`src/conv3x3_zero_padded_defines.svh`:
```
// ---------------------------------------------------------------------------
// conv3x3_zero_padded assertion macros
// Shorthand for the clocked, reset-gated checks of the convolution block.
// ---------------------------------------------------------------------------
`ifndef CONV3X3_ZERO_PADDED_DEFINES_SVH
`define CONV3X3_ZERO_PADDED_DEFINES_SVH

// cond must hold at every edge out of reset
`define C3Z_ASSERT_HOLDS(label, cond, msg) \
    label: assert property (@(posedge i_clk) disable iff (!i_rst_n) (cond)) \
        else $error(msg);

// cons must hold at every edge where ante holds
`define C3Z_ASSERT_IMPLIES(label, ante, cons, msg) \
    label: assert property (@(posedge i_clk) disable iff (!i_rst_n) (ante) |-> (cons)) \
        else $error(msg);

`endif

```
`src/c3z_pkg.sv`:
```
// ---------------------------------------------------------------------------
// c3z_pkg
// Types, sizes and register codes shared by the 3x3 convolution block.
// ---------------------------------------------------------------------------
package c3z_pkg;

    localparam int MAX_WIDTH  = 1024;
    localparam int MAX_HEIGHT = 1024;
    localparam int COEF_BITS  = 8;

    localparam int PIX_W      = 8;
    localparam int DIM_W      = 11;
    localparam int KROW_W     = 24;
    localparam int COL_W      = $clog2(MAX_WIDTH);
    localparam int ROW_W      = $clog2(MAX_HEIGHT);
    localparam int PROD_W     = COEF_BITS + PIX_W;
    localparam int RSUM_W     = PROD_W + 2;
    localparam int SUM_W      = PROD_W + 5;
    localparam int FILT_W     = 20;
    localparam int CFG_IDX_W  = 3;
    localparam int CFG_DATA_W = 24;

    localparam logic signed [SUM_W-1:0] FILT_MAX = SUM_W'(2 ** (FILT_W - 1) - 1);
    localparam logic signed [SUM_W-1:0] FILT_MIN = SUM_W'(-(2 ** (FILT_W - 1)));

    // register indexes
    localparam logic [CFG_IDX_W-1:0] REG_FRAME_WIDTH  = 3'd0;
    localparam logic [CFG_IDX_W-1:0] REG_FRAME_HEIGHT = 3'd1;
    localparam logic [CFG_IDX_W-1:0] REG_KROW_TOP     = 3'd2;
    localparam logic [CFG_IDX_W-1:0] REG_KROW_MID     = 3'd3;
    localparam logic [CFG_IDX_W-1:0] REG_KROW_BOTTOM  = 3'd4;

    localparam logic [DIM_W-1:0]  RST_FRAME_WIDTH  = DIM_W'(1024);
    localparam logic [DIM_W-1:0]  RST_FRAME_HEIGHT = DIM_W'(1024);
    localparam logic [KROW_W-1:0] RST_KROW_TOP     = 24'h00FF00;
    localparam logic [KROW_W-1:0] RST_KROW_MID     = 24'hFF04FF;
    localparam logic [KROW_W-1:0] RST_KROW_BOTTOM  = 24'h00FF00;

    localparam logic REQ_PIXEL = 1'b0;

    typedef struct packed {
        logic             req_type;
        logic [PIX_W-1:0] pixel;
    } t_in_beat;

    typedef struct packed {
        logic signed [FILT_W-1:0] filtered;
        logic                     end_of_row;
        logic                     end_of_frame;
    } t_out_beat;

    // per-item control carried down the pipeline
    typedef struct packed {
        logic started;
        logic eor;
        logic eof;
        logic zero_top;
        logic zero_bot;
        logic zero_left;
        logic zero_right;
    } t_flags;

endpackage

```
`src/c3z_tap_cell.sv`:
```
// ---------------------------------------------------------------------------
// c3z_tap_cell
// One window tap: holds a pixel, passes it left, registers its product.
// ---------------------------------------------------------------------------
module c3z_tap_cell (
    input  logic                               i_clk,
    input  logic                               i_rst_n,
    input  logic                               i_shift,
    input  logic [c3z_pkg::PIX_W-1:0]          i_pix,
    input  logic                               i_calc,
    input  logic                               i_zero,
    input  logic [c3z_pkg::COEF_BITS-1:0]      i_coef,
    output logic [c3z_pkg::PIX_W-1:0]          o_pix,
    output logic signed [c3z_pkg::PROD_W-1:0]  o_prod
);

    logic [c3z_pkg::PIX_W-1:0]         r_pix;
    logic signed [c3z_pkg::PROD_W-1:0] r_prod;
    logic signed [c3z_pkg::PROD_W:0]   full_prod;
    logic signed [c3z_pkg::PROD_W-1:0] n_prod;

    always_ff @(posedge i_clk) begin
        if (!i_rst_n) begin
            r_pix <= '0;
        end else if (i_shift) begin
            r_pix <= i_pix;
        end
    end

    // unsigned pixel gets a zero sign bit; result fits PROD_W signed
    always_comb begin
        full_prod = $signed(i_coef) * $signed({1'b0, r_pix});
        n_prod    = i_zero ? '0 : full_prod[c3z_pkg::PROD_W-1:0];
    end

    always_ff @(posedge i_clk) begin
        if (i_calc) begin
            r_prod <= n_prod;
        end
    end

    assign o_pix  = r_pix;
    assign o_prod = r_prod;

endmodule

```
`config.mk`:
```
export PLATFORM = sky130hd
export DESIGN_NAME = c3z_tap_cell
export DESIGN_NICKNAME = d
export VERILOG_FILES = /design/src/conv3x3_zero_padded_defines.svh /design/src/c3z_pkg.sv /design/src/c3z_tap_cell.sv
export SDC_FILE = /design/constraint.sdc
export NUM_CORES = 1
export LEC_CHECK = 0
export BUFFER_PORTS_ARGS = -buffer_cell sky130_fd_sc_hd__buf_2
export CORE_AREA = 10 10 89 91
export CTS_BUF_LIST = sky130_fd_sc_hd__clkbuf_8
export DETAILED_ROUTE_END_ITERATION = 12
export DIE_AREA = 0 0 99 101
export GPL_TIMING_DRIVEN = 0
export HOLD_SLACK_MARGIN = 0.15
export PLACE_DENSITY = 0.68
export SETUP_SLACK_MARGIN = 0.05
export SLEW_MARGIN = 20
export SYNTH_ARGS = -nofsm -noshare
export SYNTH_HDL_FRONTEND = slang
export SYNTH_SLANG_ARGS = --single-unit
```
`constraint.sdc`:
```
create_clock -name i_clk -period 4.66 [get_ports i_clk]
set_input_delay 0.466 -clock i_clk [delete_from_list [all_inputs] [get_ports i_clk]]
set_output_delay 0.466 -clock i_clk [all_outputs]
set_load 0.1 [all_outputs]
```
==> metrics <==
final antenna-violating net count=0; Die Ht=approximately 100 um; share of cells above drive strength 1=around 16%; Yosys cell types=34; power per cell area=between 300 and 400 mW/mm2; pin count of the biggest net entering global routing=17; Seq/Total Area, Yosys=21.1%; port bufs=42; Hold Fails Final Rpt=0; LEAKAGE=1.75 nW; WL per Instance=about 15 um; number of synthesized flops with an enable pin=16; Crit Path Max Fanout=10; Syn Std Cell Area=a little over 0.003 mm2; average cell area after synthesis=roughly 10 um2; RD Place Congestion=between 0.8 and 0.9; status=finished clean; Antenna Cells=0; hold_buf cts=0; setup bufs post-CTS=0; Rel. slew slack=between 60% and 70%; DIE WIDTH=99 um; Max Cap Viol=0; VDD IR max=around 0.00021 V; FP Rows=29; post-place instance area=~0.0034 mm2; area growth from synthesis to layout=12.8%; FF-to-FF Start=o_pix[0]; vias per cell=5.17; total grt overflow=0; worst skew pair latency=about 0.27 ns; Design Area, Final=between 0.003 and 0.004 mm2; vias in the first global route=2,297; CP Class=flip-flop to flip-flop; RSZ-0062 raised after global routing=no; core area=0.00620 mm2; total I/O pin count=45; Worst Tran Pin Value=around 0.54 ns; Slew Limit Fails=0; Min-Delay Path Class=input pin to flip-flop; number of CTS-inserted buffers=3; Async S/R FF share, synth=0%; global-route usage over all layers=between 10% and 20%; post-CTS resize count=0; global-route wire length before repair=roughly 11,000 um; # nets final=457; Starting Density=48.9%; Die Footprint=0.0100 mm2; Worst Path Arrival=about 4.5 ns; Worst setup EP type=flip-flop; H-Tree Depth=1; final setup vio count=0; root buffer cell=clkbuf_8; DRC viols=0; Min-Delay Startpoint=i_pix[6]; minimum clock period=roughly 4.4 ns; Top FF cell, synth=edfxtp_1; maximum buffer depth of the clock tree=2; CP required=4.69 ns; Synth Instances=312; DRC violation total after the first TritonRoute iteration=79; Synth warnings=0; fin cells=~440; CTS tree=yes; DP Wirelength=about 5200 um; total clock sinks=24; Worst Setup SP=o_pix[0]; fmax=0.226 GHz; final WL=6320 um; Vias=2,249; Worst Skew=0.00562 ns; final worst-path cycle share=94.9%; Clock transition at path regs=0.09 ns; Synth Register Bits=24; syn_nets=between 400 and 500; Startpoint Class=flip-flop; DRT Pass-1 Iters=5; antenna violations before repair=0; dpl cells=approximately 430
power by group:
part	internal, W	leakage [nW]	switching (W)
clock network	0.000115	0.0357	0.0000740
logic	0.000186	1.49	0.000400
registers	0.000259	0.232	0.0000151
total	0.000560	1.75	0.000489
critical path, stage by stage (launching register included):
cell and delay, ns:
dfxtp_2 0.39, nand2b_1 0.18, fa_1 0.51, fa_1 0.56, inv_1 0.06, fa_1 0.53, inv_1 0.05, fa_1 0.53
inv_1 0.04, ha_1 0.31, o21ai_0 0.12, o21bai_1 0.24, a21o_1 0.17, a31o_1 0.18, mux2_4 0.30
synthesized netlist by cell type, types with 5 or more instances:
master	number	area, um2
a21oi_1	5	25.0
fa_1	37	741
nand2_1	22	82.6
ha_1	40	500
nor2b_1	17	106
mux2i_1	8	80.1
inv_1	52	195
and2_1	40	250
dfxtp_1	8	160
nor2_1	17	63.8
edfxtp_1	16	480
o21ai_0	6	30.0
per-stage QoR:
| step | hold slack, ns | TNS (ns) | power, W | worst slack [ns] | utilization (%) |
|---|---|---|---|---|---|
| 2_1_floorplan | 0.578 | 0 | 0.000754 | 0.131 | - |
| 3_3_place_gp | 0.590 | -0.00960 | 0.000859 | -0.00960 | 54.0 |
| 3_5_place_dp | 0.586 | -0.00918 | 0.000871 | -0.00918 | 54.0 |
| 4_1_cts | 0.445 | 0 | 0.00107 | 0.225 | 55.2 |
| 5_1_grt | 0.459 | 0 | 0.00114 | 0.0661 | 55.2 |
| 6_report | 0.446 | 0 | 0.00105 | 0.238 | 55.2 |
state kept, by name, indices dropped and copies added, names as in the netlist:
signal and count:
o_prod 16, o_pix 8
cell type report:
type                       instances  area (um2)
tap                               77        96.3
clock inverter                     1        30.0
fill                             577        2780
clock buffer                       3        41.3
multi-input combinational        233        2190
inverter                          52         195
sequential                        24         651
timing repair buffer              42         210
buffer                             3        11.3
kinds of logic after synthesis:
| group | share of synthesized area (%) |
|---|---|
| AOI/OAI and AO/OA | 7.00 |
| and+or+nand+nor | 19.3 |
| xor gates and xnor gates | 1.44 |
| muxes | 3.50 |
| DFF | 21.1 |
| adders and majority gates | 40.9 |
| buffers and inverters | 6.80 |
cell usage in the layout, fill, tap and decap left out, drive strengths merged, types with 5 or more instances in the layout:
cell type | Yosys | routed
a211oi | 5 | 5
dfxtp | 8 | 8
edfxtp | 16 | 16
clkbuf | 3 | 6
nor2b | 17 | 17
nand2 | 22 | 22
ha | 40 | 40
buf | 0 | 42
inv | 52 | 52
and2 | 40 | 40
mux2i | 8 | 8
fa | 37 | 37
a21oi | 5 | 5
nor2 | 17 | 17
o21ai | 6 | 6
per-layer routing:
metal	track usage (%)	part of all wire (%)	vias to the layer above
met5	0	0	-
met4	3.86	1.3	0
met3	1.78	3.1	7
met2	23.0	54	33
met1	16.0	42	1107
li1	-	-	1102
path summary, 6_finish.rpt:
kind / end / slack [ns] / cells after the start
worst min register to register: o_pix[7] / 0.60 / 2
worst min-delay path: o_pix[6] / 0.45 / 3
worst max-delay path: o_prod[13] / 0.24 / 14
worst max register to register: o_prod[13] / 0.24 / 14
Power figures use the tool's default switching activity.
